**src/rtl/bfcp_pkg.sv**
```systemverilog
// Shared types and constants for the bang-framed command parser.
// No dependencies; used by every module of the block.
package bfcp_pkg;

   localparam int unsigned BYTE_W  = 8;
   localparam int unsigned KIND_W  = 3;
   localparam int unsigned VALUE_W = 10;
   localparam int unsigned VMAX_W  = 10;
   localparam int unsigned BTN_W   = 7;
   localparam int unsigned LEN_W   = 11;
   localparam int unsigned CSR_IDX_W  = 2;
   localparam int unsigned CSR_DATA_W = 11;

   localparam logic [BYTE_W-1:0] MARK_CHAR = 8'h21;

   typedef enum logic [KIND_W-1:0] {
      KIND_VOLUME     = 3'd0,
      KIND_BUTTON     = 3'd1,
      KIND_VOLUME_OOR = 3'd2,
      KIND_BAD_BUTTON = 3'd3,
      KIND_MALFORMED  = 3'd4,
      KIND_OVERFLOW   = 3'd5
   } kind_type;

   typedef enum logic [CSR_IDX_W-1:0] {
      CSR_VOLUME_MAX  = 2'd0,
      CSR_BUTTON_MIN  = 2'd1,
      CSR_BUTTON_MAX  = 2'd2,
      CSR_FRAME_LIMIT = 2'd3
   } csr_index_type;

   localparam logic [VMAX_W-1:0] VOLUME_MAX_RESET  = 10'd100;
   localparam logic [BTN_W-1:0]  BUTTON_MIN_RESET  = 7'd1;
   localparam logic [BTN_W-1:0]  BUTTON_MAX_RESET  = 7'd4;
   localparam logic [LEN_W-1:0]  FRAME_LIMIT_RESET = 11'd1024;

   typedef struct packed {
      logic [VMAX_W-1:0] volume_max;
      logic [BTN_W-1:0]  button_min;
      logic [BTN_W-1:0]  button_max;
      logic [LEN_W-1:0]  frame_limit;
   } cfg_type;

   typedef struct packed {
      kind_type           kind;
      logic [VALUE_W-1:0] value;
   } event_type;

   typedef struct packed {
      logic      valid;
      event_type evt;
   } event_push_type;

endpackage

```
**src/rtl/bfcp_csr.sv**
```systemverilog
// Configuration registers of the bang-framed command parser.
// Depends on bfcp_pkg.
module bfcp_csr (
   input  logic                              clock,
   input  logic                              reset,
   input  logic                              csr_write_enable,
   input  logic [bfcp_pkg::CSR_IDX_W-1:0]    csr_index,
   input  logic [bfcp_pkg::CSR_DATA_W-1:0]   csr_write_data,
   output bfcp_pkg::cfg_type                 cfg
);

   bfcp_pkg::cfg_type cfg_ff;

   always_ff @(posedge clock) begin
      if (reset) begin
         cfg_ff.volume_max  <= bfcp_pkg::VOLUME_MAX_RESET;
         cfg_ff.button_min  <= bfcp_pkg::BUTTON_MIN_RESET;
         cfg_ff.button_max  <= bfcp_pkg::BUTTON_MAX_RESET;
         cfg_ff.frame_limit <= bfcp_pkg::FRAME_LIMIT_RESET;
      end else if (csr_write_enable) begin
         unique case (bfcp_pkg::csr_index_type'(csr_index))
            bfcp_pkg::CSR_VOLUME_MAX: begin
               cfg_ff.volume_max <= csr_write_data[bfcp_pkg::VMAX_W-1:0];
            end
            bfcp_pkg::CSR_BUTTON_MIN: begin
               cfg_ff.button_min <= csr_write_data[bfcp_pkg::BTN_W-1:0];
            end
            bfcp_pkg::CSR_BUTTON_MAX: begin
               cfg_ff.button_max <= csr_write_data[bfcp_pkg::BTN_W-1:0];
            end
            bfcp_pkg::CSR_FRAME_LIMIT: begin
               cfg_ff.frame_limit <= csr_write_data[bfcp_pkg::LEN_W-1:0];
            end
            default: begin
            end
         endcase
      end
   end

   assign cfg = cfg_ff;

endmodule

```
**src/rtl/bfcp_parser.sv**
```systemverilog
// Per-beat frame matcher: state registers and the next-state logic that emits one event.
// Depends on bfcp_pkg.
module bfcp_parser (
   input  logic                          clock,
   input  logic                          reset,
   input  logic                          take,
   input  logic [bfcp_pkg::BYTE_W-1:0]   rx_byte,
   input  bfcp_pkg::cfg_type             cfg,
   output bfcp_pkg::event_push_type      push
);

   typedef enum logic [2:0] {
      STEP_TAG0, STEP_TAG1, STEP_TAG2, STEP_COLON,
      STEP_PRE, STEP_DIG, STEP_POST, STEP_BAD
   } step_type;

   logic                           in_frame_ff, in_frame_in;
   step_type                       step_ff, step_in;
   logic                           is_button_ff, is_button_in;
   logic [1:0]                     digits_ff, digits_in;
   logic [bfcp_pkg::VALUE_W-1:0]   acc_ff, acc_in;
   logic [bfcp_pkg::LEN_W-1:0]     length_ff, length_in;

   logic                           is_mark, is_space, is_digit, digits_full;
   logic [bfcp_pkg::VALUE_W-1:0]   acc_next, btn_min_w, btn_max_w;

   assign is_mark  = (rx_byte == bfcp_pkg::MARK_CHAR);
   assign is_space = (rx_byte == 8'h20) || (rx_byte >= 8'h09 && rx_byte <= 8'h0D);
   assign is_digit = (rx_byte >= 8'h30) && (rx_byte <= 8'h39);
   assign digits_full = is_button_ff ? (digits_ff >= 2'd2) : (digits_ff >= 2'd3);
   assign acc_next = (acc_ff << 3) + (acc_ff << 1)
                   + {6'd0, rx_byte[3:0]};
   assign btn_min_w = {3'd0, cfg.button_min};
   assign btn_max_w = {3'd0, cfg.button_max};

   always_comb begin
      in_frame_in  = in_frame_ff;
      step_in      = step_ff;
      is_button_in = is_button_ff;
      digits_in    = digits_ff;
      acc_in       = acc_ff;
      length_in    = length_ff;
      push.valid     = 1'b0;
      push.evt.kind  = bfcp_pkg::KIND_MALFORMED;
      push.evt.value = '0;
      if (take) begin
         if (!in_frame_ff) begin
            if (is_mark) begin
               in_frame_in  = 1'b1;
               step_in      = STEP_TAG0;
               is_button_in = 1'b0;
               digits_in    = '0;
               acc_in       = '0;
               length_in    = 11'd1;
            end
         end else if (is_mark || length_ff >= cfg.frame_limit) begin
            push.valid = 1'b1;
            if (!is_mark) begin
               push.evt.kind = bfcp_pkg::KIND_OVERFLOW;
            end else if (step_ff == STEP_DIG || step_ff == STEP_POST) begin
               push.evt.value = acc_ff;
               if (is_button_ff) begin
                  push.evt.kind = (acc_ff >= btn_min_w && acc_ff <= btn_max_w) ?
                     bfcp_pkg::KIND_BUTTON : bfcp_pkg::KIND_BAD_BUTTON;
               end else begin
                  push.evt.kind = (acc_ff <= cfg.volume_max) ?
                     bfcp_pkg::KIND_VOLUME : bfcp_pkg::KIND_VOLUME_OOR;
               end
            end
            in_frame_in  = 1'b0;
            step_in      = STEP_TAG0;
            is_button_in = 1'b0;
            digits_in    = '0;
            acc_in       = '0;
            length_in    = '0;
         end else begin
            length_in = length_ff + 11'd1;
            unique case (step_ff)
               STEP_TAG0: begin
                  if (rx_byte == "A") begin
                     is_button_in = 1'b0;
                     step_in      = STEP_TAG1;
                  end else if (rx_byte == "B") begin
                     is_button_in = 1'b1;
                     step_in      = STEP_TAG1;
                  end else begin
                     step_in = STEP_BAD;
                  end
               end
               STEP_TAG1: begin
                  step_in = (rx_byte == (is_button_ff ? "T" : "D")) ? STEP_TAG2 : STEP_BAD;
               end
               STEP_TAG2: begin
                  step_in = (rx_byte == (is_button_ff ? "N" : "C")) ? STEP_COLON : STEP_BAD;
               end
               STEP_COLON: begin
                  step_in = (rx_byte == ":") ? STEP_PRE : STEP_BAD;
               end
               STEP_PRE, STEP_DIG: begin
                  if (is_space) begin
                     if (step_ff == STEP_DIG) begin
                        step_in = STEP_POST;
                     end
                  end else if (is_digit) begin
                     if (digits_full) begin
                        step_in = STEP_BAD;
                     end else begin
                        acc_in    = acc_next;
                        digits_in = digits_ff + 2'd1;
                        step_in   = STEP_DIG;
                     end
                  end else begin
                     step_in = STEP_BAD;
                  end
               end
               STEP_POST: begin
                  if (!is_space) begin
                     step_in = STEP_BAD;
                  end
               end
               STEP_BAD: begin
                  step_in = STEP_BAD;
               end
            endcase
         end
      end
   end

   always_ff @(posedge clock) begin
      if (reset) begin
         in_frame_ff  <= 1'b0;
         step_ff      <= STEP_TAG0;
         is_button_ff <= 1'b0;
         digits_ff    <= '0;
         acc_ff       <= '0;
         length_ff    <= '0;
      end else begin
         in_frame_ff  <= in_frame_in;
         step_ff      <= step_in;
         is_button_ff <= is_button_in;
         digits_ff    <= digits_in;
         acc_ff       <= acc_in;
         length_ff    <= length_in;
      end
   end

endmodule

```
**src/rtl/bfcp_out_buf.sv**
```systemverilog
// Result register with a skid entry for the event channel.
// Depends on bfcp_pkg.
module bfcp_out_buf (
   input  logic                      clock,
   input  logic                      reset,
   input  bfcp_pkg::event_push_type  push,
   output logic                      full,
   output logic                      rsp_valid,
   input  logic                      rsp_stall,
   output bfcp_pkg::event_type       rsp_event
);

   logic                 out_valid_ff, skid_valid_ff;
   bfcp_pkg::event_type  out_ff, skid_ff;
   logic                 out_ready;

   assign out_ready = !out_valid_ff || !rsp_stall;

   always_ff @(posedge clock) begin
      if (reset) begin
         out_valid_ff  <= 1'b0;
         skid_valid_ff <= 1'b0;
      end else if (out_ready) begin
         if (skid_valid_ff) begin
            out_valid_ff  <= 1'b1;
            out_ff        <= skid_ff;
            skid_valid_ff <= push.valid;
            skid_ff       <= push.evt;
         end else begin
            out_valid_ff <= push.valid;
            out_ff       <= push.evt;
         end
      end else if (push.valid) begin
         skid_valid_ff <= 1'b1;
         skid_ff       <= push.evt;
      end
   end

   assign full      = skid_valid_ff;
   assign rsp_valid = out_valid_ff;
   assign rsp_event = out_ff;

endmodule

```
**src/rtl/bang_framed_command_parser_unit.sv**
```systemverilog
// Bang-framed command parser: takes serial bytes, emits volume/button events per frame.
// Depends on bfcp_pkg, bfcp_csr, bfcp_parser and bfcp_out_buf.
//
// Usage:
//   req_ channel carries one received byte per beat (req_rx_byte). A beat is taken
//   when req_valid is high and req_stall low. One beat per cycle is sustained while
//   req_stall is low; the frame state update is combinational on the parser registers.
//   rsp_ channel carries one event beat (kind, value) for each closing '!' or
//   for a frame that runs past frame_limit. The event is registered in the result
//   register (via the skid entry while rsp_ stalls) before it shows on rsp_; bytes
//   that close no frame give none. A stalled rsp_ beat holds; one more event fits
//   in a skid entry, and req_stall rises only while that entry is occupied.
//   csr_ writes set volume_max, button_min, button_max and frame_limit by index;
//   write them only while the block is idle.
//   Synchronous reset clears the parser to hunting for '!', empties the
//   result buffer and restores the register defaults (100, 1, 4, 1024).
module bang_framed_command_parser_unit (
   input  logic                              clock,
   input  logic                              reset,
   input  logic                              req_valid,
   output logic                              req_stall,
   input  logic [bfcp_pkg::BYTE_W-1:0]       req_rx_byte,
   output logic                              rsp_valid,
   input  logic                              rsp_stall,
   output logic [bfcp_pkg::KIND_W-1:0]       rsp_event_kind,
   output logic [bfcp_pkg::VALUE_W-1:0]      rsp_event_value,
   input  logic                              csr_write_enable,
   input  logic [bfcp_pkg::CSR_IDX_W-1:0]    csr_index,
   input  logic [bfcp_pkg::CSR_DATA_W-1:0]   csr_write_data
);

   bfcp_pkg::cfg_type         cfg;
   bfcp_pkg::event_push_type  push;
   bfcp_pkg::event_type       rsp_event;
   logic                      full;
   logic                      take;

   assign req_stall = full;
   assign take      = req_valid && !full;

   bfcp_csr u_csr (
      .clock            (clock),
      .reset            (reset),
      .csr_write_enable (csr_write_enable),
      .csr_index        (csr_index),
      .csr_write_data   (csr_write_data),
      .cfg              (cfg)
   );

   bfcp_parser u_parser (
      .clock   (clock),
      .reset   (reset),
      .take    (take),
      .rx_byte (req_rx_byte),
      .cfg     (cfg),
      .push    (push)
   );

   bfcp_out_buf u_out_buf (
      .clock     (clock),
      .reset     (reset),
      .push      (push),
      .full      (full),
      .rsp_valid (rsp_valid),
      .rsp_stall (rsp_stall),
      .rsp_event (rsp_event)
   );

   assign rsp_event_kind  = rsp_event.kind;
   assign rsp_event_value = rsp_event.value;

endmodule

```
**config.mk**
```make
export PLATFORM = sky130hd
export DESIGN_NAME = bang_framed_command_parser_unit
export DESIGN_NICKNAME = d
export VERILOG_FILES = /design/src/rtl/bfcp_pkg.sv /design/src/rtl/bfcp_csr.sv /design/src/rtl/bfcp_parser.sv /design/src/rtl/bfcp_out_buf.sv /design/src/rtl/bang_framed_command_parser_unit.sv
export SDC_FILE = /design/constraint.sdc
export NUM_CORES = 1
export LEC_CHECK = 0
export BUFFER_PORTS_ARGS = -buffer_cell sky130_fd_sc_hd__buf_2
export CORE_MARGIN = 1.5
export CORE_UTILIZATION = 65
export DETAILED_ROUTE_END_ITERATION = 10
export HOLD_SLACK_MARGIN = 0.05
export PLACE_DENSITY = 0.88
export SYNTH_ARGS = -nofsm -noshare
export SYNTH_HDL_FRONTEND = slang
export SYNTH_HIERARCHICAL = 1
export SYNTH_SLANG_ARGS = --single-unit
```
**constraint.sdc**
```tcl
create_clock -name clock -period 4.68 [get_ports clock]
set_input_delay 0.234 -clock clock [delete_from_list [all_inputs] [get_ports clock]]
set_output_delay 0.234 -clock clock [all_outputs]
set_load 0.05 [all_outputs]
```
* Word level (Yosys, flattened, before mapping) *
Index checks and enable logic that the tools add are counted.

word-level totals
  output and inout port bits = 15
  bits of input ports = 26
  flip-flop bits (word level) = 91
  logic and storage cells = 143

cells by class
  equality and inequality tests = 26
  magnitude comparators = 10
  reduce and logical (&&, ||, !) cells = 26
  add/subtract/negate cells = 4
  multiplexer cells = 60
  bitwise operators = 1

operator list
  kind                     number
  $mux W10                 8
  $mux W13                 5
  $mux W14                 3
  $mux W3                  12
  $mux W11                 3
  $eq A8 B6 Y1 const B     3
  $mux W2                  12
  $pmux W3 S7              1
  $eq A8 B7 Y1 const B     2
  $eq A8 B8 Y1             2
  $ne A3 B3 Y1 const B     5
  $mux W1                  14
  $eq A3 B3 Y1 const B     4
  $reduce_and A2 Y1        6
  $add A11 B1 Y11 const B  1
  $ge A11 B11 Y1           1
  $add A10 B10 Y10         1
  $add A10 B4 Y10          1
  $ge A10 B7 Y1            1
  $le A10 B10 Y1           1
  $le A10 B7 Y1            1
  $ge A8 B4 Y1 const B     1
  $ge A8 B6 Y1 const B     1
  $le A8 B4 Y1 const B     1
  other kinds (23)         37

* Logic depth before layout (Yosys ltp) *
Gate-level depths: netlist (run 1).

  word-level depth = 11
  gate-level depth with buffers = 9
  depth with buffers taken out = 9

* By module *
Netlist (run 1), hierarchy kept.

modules (own cells, without submodules)
  module                           cells each  sequential area each (sq um)  instances  area an instance (sq um)
  bfcp_parser                      360         560.5                         1          3148.0
  bfcp_csr                         135         700.7                         1          1431.4
  bfcp_out_buf                     52          820.8                         1          1077.3
  bang_framed_command_parser_unit  1           0.0                           1          13.8

* Worst setup path before layout (run 1) *
Ideal clock, no wire load.

  path kind = register to register
  start point = reg u_csr.cfg_ff (netlist bit u_csr/cfg[9])
  end point = reg u_out_buf/skid_ff[0] in the netlist's numbering (enable)
  path buffers = 0
  clock period less this slack = 2.699 ns
  path slack = 1.981 ns
  arrival = 2.311 ns
  stages on the path, launching flop included = 9
  data required time = 4.293 ns
  cells stage by stage = dfxtp_1 > inv_1 > ha_1 > and4_1 > and2_1 > nand2_1 > a21oi_1 > nand3_1 > a21oi_1

RTL lines
  element               RTL line            RTL
  from (decl)           bfcp_csr.sv:12      bfcp_pkg::cfg_type cfg_ff;
  to (signal assigned)  bfcp_out_buf.sv:28  skid_ff <= push.evt;
  to (signal assigned)  bfcp_out_buf.sv:35  skid_ff <= push.evt;
  to (decl)             bfcp_out_buf.sv:14  bfcp_pkg::event_type out_ff, skid_ff;

==> flow_summary.ini, run 1 <==
[yosys]
async_flop_share = 0
seq_area_frac_synth = 0.367
synthAdderAreaFrac = 0.122
syn_area_per_cell_um2 = 10.3
synth_top_family_by_area = simple AND/OR/NAND/NOR gates
synth_edf_count = 26
syn_inst = 548
synth_seq_cells = 91
yosys_warnings = 6
synth.distinct_cells = 80
synth_area_um2 = 5670
syn-num-nets = 628
synth_compound_area_frac = 0.130
synth_mux_area_frac = 0.0958
synth-simple-area-share = 0.194
synth_xor_area_frac = 0.0278
synth_top_flop_cell = dfxtp_1

[global_routing]
grt_max_degree = 71
track_usage = 0.285
grt_pass1_wl_mm = 20.1
antenna_found_initial = 0
grt_pass1_vias = 4210
overflow = 0

[sta]
worst_pin_slew_ns = 1.15
finalHoldViolations = 0
finalCriticalPeriod_ns = 3.23
tns_ns = 0
rsz0062_at_grt = no
min_period_over_period = 0.691
max_slew_margin = 0.232
finalMaxSlewViolations = 0
setup_viol = 0
max_freq_mhz = 309
clock_skew_ns = 0.00914

[min_path]
min_path_cells = 3
min-delay-start = csr_write_data[10]
holdPathEnd = u_csr/cfg[10]
min-delay-path-class = input pin to register

[routing]
antenna_left = 0
highest_layer = met4
wl_met3_um = 613
wire_per_inst_um = 17.7
num_vias = 4242
drt-met1-wl_mm = 5.29
drc_errors = 0
routed_wl_mm = 12.1
drt-pass1-iter-count = 5
first_iter_violations = 233
viasPerCell = 6.18
wl_met2_mm = 5.83

[clock_tree]
cts_resized = 0
cts_root_buffer = clkbuf_8
h-tree-depth = 3
max-clock-path-buffers = 2
clk_latency_ns = 0.36
numCtsBuffers = 9
cts_setup_buffers = 0
clock-sinks = 91
tritoncts = yes
path_clk_slew_ns = 0.08
hold_buffers = 0

[floorplan]
die_y_um = 96.4
ios = 41
die_w_um = 96.4
die-area_um2 = 9290
initial_core_util = 0.680
coreArea_um2 = 8340
num_rows = 33

[run]
maxCapViolCount = 0

[critical_path]
critPathArrivalTime_ns = 3.21
reg2reg_from = u_csr/cfg[9]
critPathLaunchType = register
end_kind = register
required_ns = 4.66
cp_max_fo = 13
ff2ff_setup_slack_ns = 1.45
r2r-end = u_out_buf/skid_ff[9]
critPathKind = register to register
rr_worst_depth = 8

[cells_and_area]
final_layout_size_suffix_gt1_frac = 0.184
nNetsFinal = 657
syn2layout_area_growth_pct = 6.88
fin_util = 0.727
diodes = 0

[placed_design]
hpwlAfterDp_mm = 8.83
io_buffers = 40
place_congestion = 0.882

[pwr]
seqPwrFrac = 0.548
internal_power_mw = 1.16
clkPwrFrac = 0.367
p_comb_frac = 0.085
switching_share = 0.232
power.leakage_nw = 2.56
peakVddDrop_mv = 0.163
power_density_nw_per_um2 = 249
switchingPower_mw = 0.350

[status]
status = finished, final reports clean
metal layers:
layer / vias up / GRT usage
li1: 2015 / -
met1: 2026 / 0.351
met2: 164 / 0.489
met3: 37 / 0.0438
met4: 0 / 0.135
met5: - / 0
how the worst max path moves through the flow:
| stage | cells past startpoint | from | slack [ns] | to |
|---|---|---|---|---|
| floorplan | 8 | u_csr/cfg[9] | 1.98 | u_out_buf/skid_ff[0] |
| global placement | 8 | u_csr/cfg[9] | 1.68 | u_out_buf/skid_ff[5] |
| finish | 8 | u_csr/cfg[9] | 1.45 | u_out_buf/skid_ff[9] |
| detailed placement | 8 | u_csr/cfg[9] | 1.51 | u_out_buf/skid_ff[6] |
| global route | 8 | u_csr/cfg[8] | 1.16 | u_out_buf/skid_ff[9] |
| CTS | 8 | u_csr/cfg[9] | 1.48 | u_out_buf/skid_ff[9] |
power by group through the flow:
stage	Clock, mW	Sequential, mW	Combinational (mW)
6_report	0.555	0.827	0.128
5_1_grt	0.595	0.829	0.139
4_1_cts	0.562	0.827	0.126
3_5_place_dp	0	0.846	0.125
3_3_place_gp	0	0.845	0.121
2_1_floorplan	0	0.857	0.0777
kinds of logic after synthesis:
family	count (synthesis)
buffers and inverters	79
AND/OR/NAND/NOR	170
flip-flops	91
adder cells (fa/ha/maj)	54
XOR/XNOR	18
AO/OA/AOI/OAI	86
multiplexers	50
flip-flops by register name (all words and copies together) (netlist names):
name and flops:
u_parser/step_ff 3, u_parser/in_frame_ff 1, u_out_buf/rsp_valid 1, u_out_buf/full 1, u_parser/acc_ff 10, u_parser/digits_ff 2
u_parser/length_ff 11, u_csr/cfg 35, u_out_buf/rsp_event 13, u_out_buf/skid_ff 13, u_parser/is_button_ff 1
cell usage after synthesis, drive strengths merged (11+ instances only):
cell type,number,share of area
mux2i,37,0.065
inv,56,0.037
nand2,13,0.0086
ha,52,0.11
nor2,31,0.021
dfxtp,65,0.23
nand4,12,0.016
mux2,13,0.030
nand2b,44,0.050
edfxtp,26,0.14
o22ai,12,0.024
nor3,14,0.021
clkbuf,11,0.0079
a21oi,17,0.015
buf,12,0.019
worst max-delay path, cell delays in order, from the launching register on:
cell and delay, ns:
dfxtp_1 0.33, inv_1 0.04, ha_1 0.30, nand3_1 0.09, a21boi_0 0.36, a2111oi_4 0.19, a21oi_1 0.50, nand3_1 0.15
a21oi_1 0.89
cell usage in the layout (no fill, tap or decap), types with 11 or more instances in the layout:
cell type  Yosys  routed
buf_2          5      40
nand4_1       11      11
a21oi_1       17      17
nand2_1       13      13
mux2i_1       37      37
edfxtp_1      26      26
dfxtp_1       65      65
nand2b_1      43      43
nor2_1        31      31
ha_1          52      52
inv_1         56      56
metrics by stage:
step | cells | hold WS (ns) | setup slack (ns) | instance area [um^2] | total power, mW
final | 686 | 0.131 | 1.45 | 6060 | 1.51
after global routing | 686 | 0.148 | 1.16 | 6060 | 1.56
after CTS | 686 | 0.126 | 1.48 | 6060 | 1.52
after detailed placement | 671 | 0.466 | 1.51 | 5860 | 0.970
after global placement | 671 | 0.460 | 1.68 | 5860 | 0.966
after floorplan | 548 | 0.303 | 1.98 | 5670 | 0.935
final cells by class:
class / count / area (um^2)
Multi-Input combinational cell: 378 / 3220
Fill cell: 596 / 2280
Sequential cell: 91 / 2080
Inverter: 56 / 210
Timing Repair Buffer: 41 / 208
Clock buffer: 13 / 170
Tap cell: 105 / 131
Clock inverter: 2 / 35.0
Note: power is estimated with default switching activity, not from simulation.
==> run 2: changes to the inputs <==
Settings changed: CORE_UTILIZATION 65 to 61, PLACE_DENSITY 0.88 to 0.84.
Clock period 4.68 ns to 2.99 ns, I/O delays scaled along.
==> flow_summary.ini, run 2 (synthesis results as in run 1) <==
[global_routing]
grt_max_degree = 62
overflow = 0
grt_pass1_vias = 4126
antenna_found_initial = 0
track_usage = 0.245
grt_pass1_wl_mm = 19.3

[cells_and_area]
nNetsFinal = 660
final_layout_size_suffix_gt1_frac = 0.193
syn2layout_area_growth_pct = 7.70
final_common_cell = dfxtp_1
most-common-layout-cells = 65 x dfxtp_1, 56 x inv_1, 52 x ha_1, 43 x nand2b_1, 40 x buf_2
fin_util = 0.690
largest_reg_flops = 35
n_fill_cell = 662
diodes = 0

[critical_path]
path_delay_family = simple AND/OR/NAND/NOR gates
critPathKind = register to register
critical_path_buf_inv_count = 2
required_ns = 3.05
crit_chain = inv_1 -> ha_1 -> and4_1 -> and2_1 -> nand2_1 -> a21oi_1 -> nand3_1 -> a21oi_1 -> buf_4
rr_worst_depth = 9
critPathLaunchType = register
end_kind = register
cp.depth = 9
max_stage_delay_ns = 0.43
critPathArrivalTime_ns = 2.57
path_common_cell = a21oi_1
worst_path_max_delay_cell = a21oi_1
cp_max_fo = 13

[floorplan]
die_w_um = 99.4
die-area_um2 = 9880
ios = 41
initial_core_util = 0.641
die_y_um = 99.4
coreArea_um2 = 8850
num_rows = 34

[clock_tree]
clk_latency_ns = 0.35
numCtsBuffers = 9
tritoncts = yes
hold_buffers = 0
cts_root_buffer = clkbuf_8
cts_resized = 0
max-clock-path-buffers = 2
clock-sinks = 91
cts_setup_buffers = 0
path_clk_slew_ns = 0.09
h-tree-depth = 3

[routing]
drc_errors = 0
routed_wl_mm = 11.8
num_vias = 4140
drt-pass1-iter-count = 5
first_iter_violations = 190
viasPerCell = 5.97
antenna_left = 0
wire_per_inst_um = 17.0

[sta]
max_slew_margin = 0.258
rsz0062_at_grt = no
min_period_over_period = 0.840
finalCriticalPeriod_ns = 2.51
fin_ws_ns = 0.479
worst_pin_slew_ns = 1.11
tns_ns = 0
clock_skew_ns = 0.00904
finalMaxSlewViolations = 0
finalHoldViolations = 0
max_freq_mhz = 398
setup_viol = 0

[run]
maxCapViolCount = 0

[pwr]
peakVddDrop_mv = 0.248
power.leakage_nw = 2.58
power_density_nw_per_um2 = 396

[min_path]
min_path_cells = 3
min-delay-path-class = input pin to register

[status]
status = finished, final reports clean

[placed_design]
io_buffers = 40
place_congestion = 0.873
hpwlAfterDp_mm = 8.76
place_ws_ns = 0.529
run 2: cell types whose count changed in the layout (fill, tap and decap cells not counted), moves of 2 or more:
cell,before,now
clkbuf_1,2,0
clkinv_4,0,2
clkinvlp_4,0,2
buf_4,1,4
run 2: tightest hold or removal path, stage by stage:
cell and delay (ns):
buf_2 0.08, nor2_1 0.03, mux2i_1 0.11
run 2: routing by layer:
layer  vias to the layer above  part of all wire  GRT usage
li1                       2028                 -          -
met1                      1949              0.44      0.312
met2                       137              0.49      0.421
met3                        26             0.045     0.0337
met4                         0             0.022     0.0997
met5                         -                 0          0
run 2: path summary, 6_finish.rpt:
| kind | endpoint | slack [ns] | from |
|---|---|---|---|
| setup / recovery | u_out_buf/skid_ff[1] | 0.48 | u_csr/cfg[9] |
| hold / removal | u_csr/cfg[10] | 0.07 | csr_write_data[10] |
| setup reg to reg | u_out_buf/skid_ff[1] | 0.48 | u_csr/cfg[9] |
| hold reg to reg | u_csr/cfg[15] | 0.48 | u_csr/cfg[15] |
run 2: where the power goes:
group          internal, mW  leakage (nW)  switching [mW]  total [mW]
Sequential             1.28         0.804          0.0106        1.29
Combinational        0.0747          1.67           0.124       0.199
Clock                 0.477         0.106           0.450       0.926
Total                  1.84          2.58           0.584        2.42
run 2: cell type report:
| type | instances | area (um^2) | share of cell area |
|---|---|---|---|
| timing repair buffer | 44 | 230 | 0.0377 |
| sequential | 91 | 2080 | 0.341 |
| multi-input combinational | 378 | 3220 | 0.528 |
| clock buffer | 9 | 124 | 0.0203 |
| inverter | 56 | 210 | 0.0344 |
| clock inverter | 7 | 101 | 0.0166 |
| tap | 108 | 135 | 0.0221 |
run 2: metrics by stage:
step	hold WS [ns]	instances	power [mW]	cell area [um^2]
floorplan	0.219	548	1.46	5670
CTS	0.0626	693	2.43	6110
global route	0.0770	693	2.50	6110
global placement	0.419	677	1.51	5880
finish	0.0663	693	2.42	6110
detailed placement	0.435	677	1.52	5880
==> run 3: changes to the inputs <==
Settings changed: CORE_UTILIZATION 61 to 55, PLACE_DENSITY 0.84 to 0.8.
Clock period 2.99 ns to 2.15 ns, I/O delays scaled along.
==> flow_summary.ini, run 3 (synthesis results as in run 1) <==
[pwr]
power.leakage_nw = 2.83
internal_power_mw = 2.57
power_density_nw_per_um2 = 496
p_comb_frac = 0.096
switchingPower_mw = 0.827
clkPwrFrac = 0.374
switching_share = 0.244
seqPwrFrac = 0.529
peakVddDrop_mv = 0.380

[sta]
tns_ns = -0.0105
min_period_over_period = 1.00
rsz0062_at_grt = yes
fin_ws_ns = -0.00480
max_slew_margin = 0.641
finalMaxSlewViolations = 0
finalHoldViolations = 0
max_freq_mhz = 464
clock_skew_ns = 0.00952
worst_pin_slew_ns = 0.538
setup_viol = 4
finalCriticalPeriod_ns = 2.15

[critical_path]
path_delay_family = adder cells
end_kind = register
max_stage_delay_ns = 0.56
critPathLaunchType = register
worst_path_max_delay_cell = fa_1
cp.depth = 8
cp_max_fo = 3
critical_path_buf_inv_count = 1
required_ns = 2.40
critPathKind = register to register
critPathArrivalTime_ns = 2.41
rr_worst_depth = 8
crit_chain = fa_1 -> inv_2 -> fa_2 -> nor2b_1 -> o21a_1 -> o21ai_2 -> a311oi_2 -> o22ai_1

[floorplan]
ios = 41
die-area_um2 = 10900
die_y_um = 105
num_rows = 36
coreArea_um2 = 9860
die_w_um = 105
initial_core_util = 0.575

[cells_and_area]
nNetsFinal = 710
register_area_um2 = 2110
largest_reg_flops = 35
n_fill_cell = 716
final_layout_size_suffix_gt1_frac = 0.324
syn2layout_area_growth_pct = 20.6
multi_input_area_um2 = 3470
final_common_cell = inv_1
most-common-layout-cells = 50 x inv_1, 49 x dfxtp_1, 43 x nand2b_1, 43 x ha_1, 42 x buf_4
fin_area_um2 = 6840
diodes = 0

[global_routing]
track_usage = 0.245
grt_pass1_vias = 4456
antenna_found_initial = 0
grt_pass1_wl_mm = 21.6
grt_max_degree = 62
overflow = 0

[clock_tree]
tritoncts = yes
clock-sinks = 91
max-clock-path-buffers = 2
path_clk_slew_ns = 0.09
h-tree-depth = 3
clk_latency_ns = 0.36
cts_root_buffer = clkbuf_8
numCtsBuffers = 9

[min_path]
min-delay-path-class = input pin to register
min_path_cells = 3

[placed_design]
hpwlAfterDp_mm = 9.27
io_buffers = 40
place_congestion = 0.909
placed_area_um2 = 6250

[routing]
first_iter_violations = 251
drt-pass1-iter-count = 5
drc_errors = 0
wire_per_inst_um = 17.1
antenna_left = 0
viasPerCell = 5.77
num_vias = 4434
routed_wl_mm = 13.1

[status]
status = finished, violations left
failed_checks = setup timing

[run]
maxCapViolCount = 0
-- run 3: cell count changes in the layout (fill, tap and decap cells not counted), sizes merged --
cell / before / now
buf: 44 / 88
dlygate4sd3: 0 / 6
inv: 57 / 56
clkinv: 2 / 3
-- run 3: stage by stage --
stage	instances	worst slack, ns	utilization	total power, mW	hold WS, ns
after floorplan	548	-0.205	-	2.04	0.177
after global placement	735	-0.0471	0.634	2.12	0.379
after detailed placement	735	-0.206	0.634	2.13	0.381
after CTS	763	-0.0230	0.682	3.40	0.0537
after global routing	768	-0.0918	0.693	3.50	0.0665
final	768	-0.00480	0.693	3.39	0.0587
-- run 3: final cells by class --
type                    count  share of cell area
clock buffers               9              0.0181
clock inverters             7              0.0135
inverters                  56              0.0307
multi-input cells         378               0.507
flip-flops and latches     91               0.309
well taps                 133              0.0243
repair buffers             94              0.0979
-- run 3: repair_timing --
action	in CTS	in global routing
gates resized for setup	32	21
gates cloned	0	0
pin swaps	14	16
endpoints found under the setup margin	27	39
hold buffers	6	0
hold endpoints to repair	8	0
buffers inserted	7	5
-- run 3: path summary, 6_finish.rpt --
check	startpoint	endpoint	slack, ns
worst min-delay path	csr_write_data[9]	u_csr/cfg[9]	0.06
worst max-delay path	u_parser/acc_ff[0]	u_parser/acc_ff[8]	-0.005
worst max register to register	u_parser/acc_ff[0]	u_parser/acc_ff[8]	-0.005
worst min register to register	u_csr/cfg[24]	u_csr/cfg[24]	0.48
-- run 3: per-layer routing --
metal	GRT usage	vias to the layer above	wire length (um)
met2	0.416	133	6420
met3	0.0374	32	582
met5	0	-	0
met1	0.309	2140	5810
met4	0.106	0	332
li1	-	2129	-
-- run 3: power groups by stage --
stage / sequential (mW) / combinational [mW] / clock [mW]
floorplan: 1.86 / 0.173 / 0
global placement: 1.84 / 0.285 / 0
detailed placement: 1.84 / 0.296 / 0
CTS: 1.80 / 0.318 / 1.28
global route: 1.80 / 0.351 / 1.35
finish: 1.80 / 0.327 / 1.27
-- run 3: worst reg2reg max path, stage by stage, from the launching register on --
cell	delay, ns
dfxtp_2	0.34
fa_1	0.56
inv_2	0.06
fa_2	0.34
nor2b_1	0.15
o21a_1	0.17
o21ai_2	0.08
a311oi_2	0.24
o22ai_1	0.11
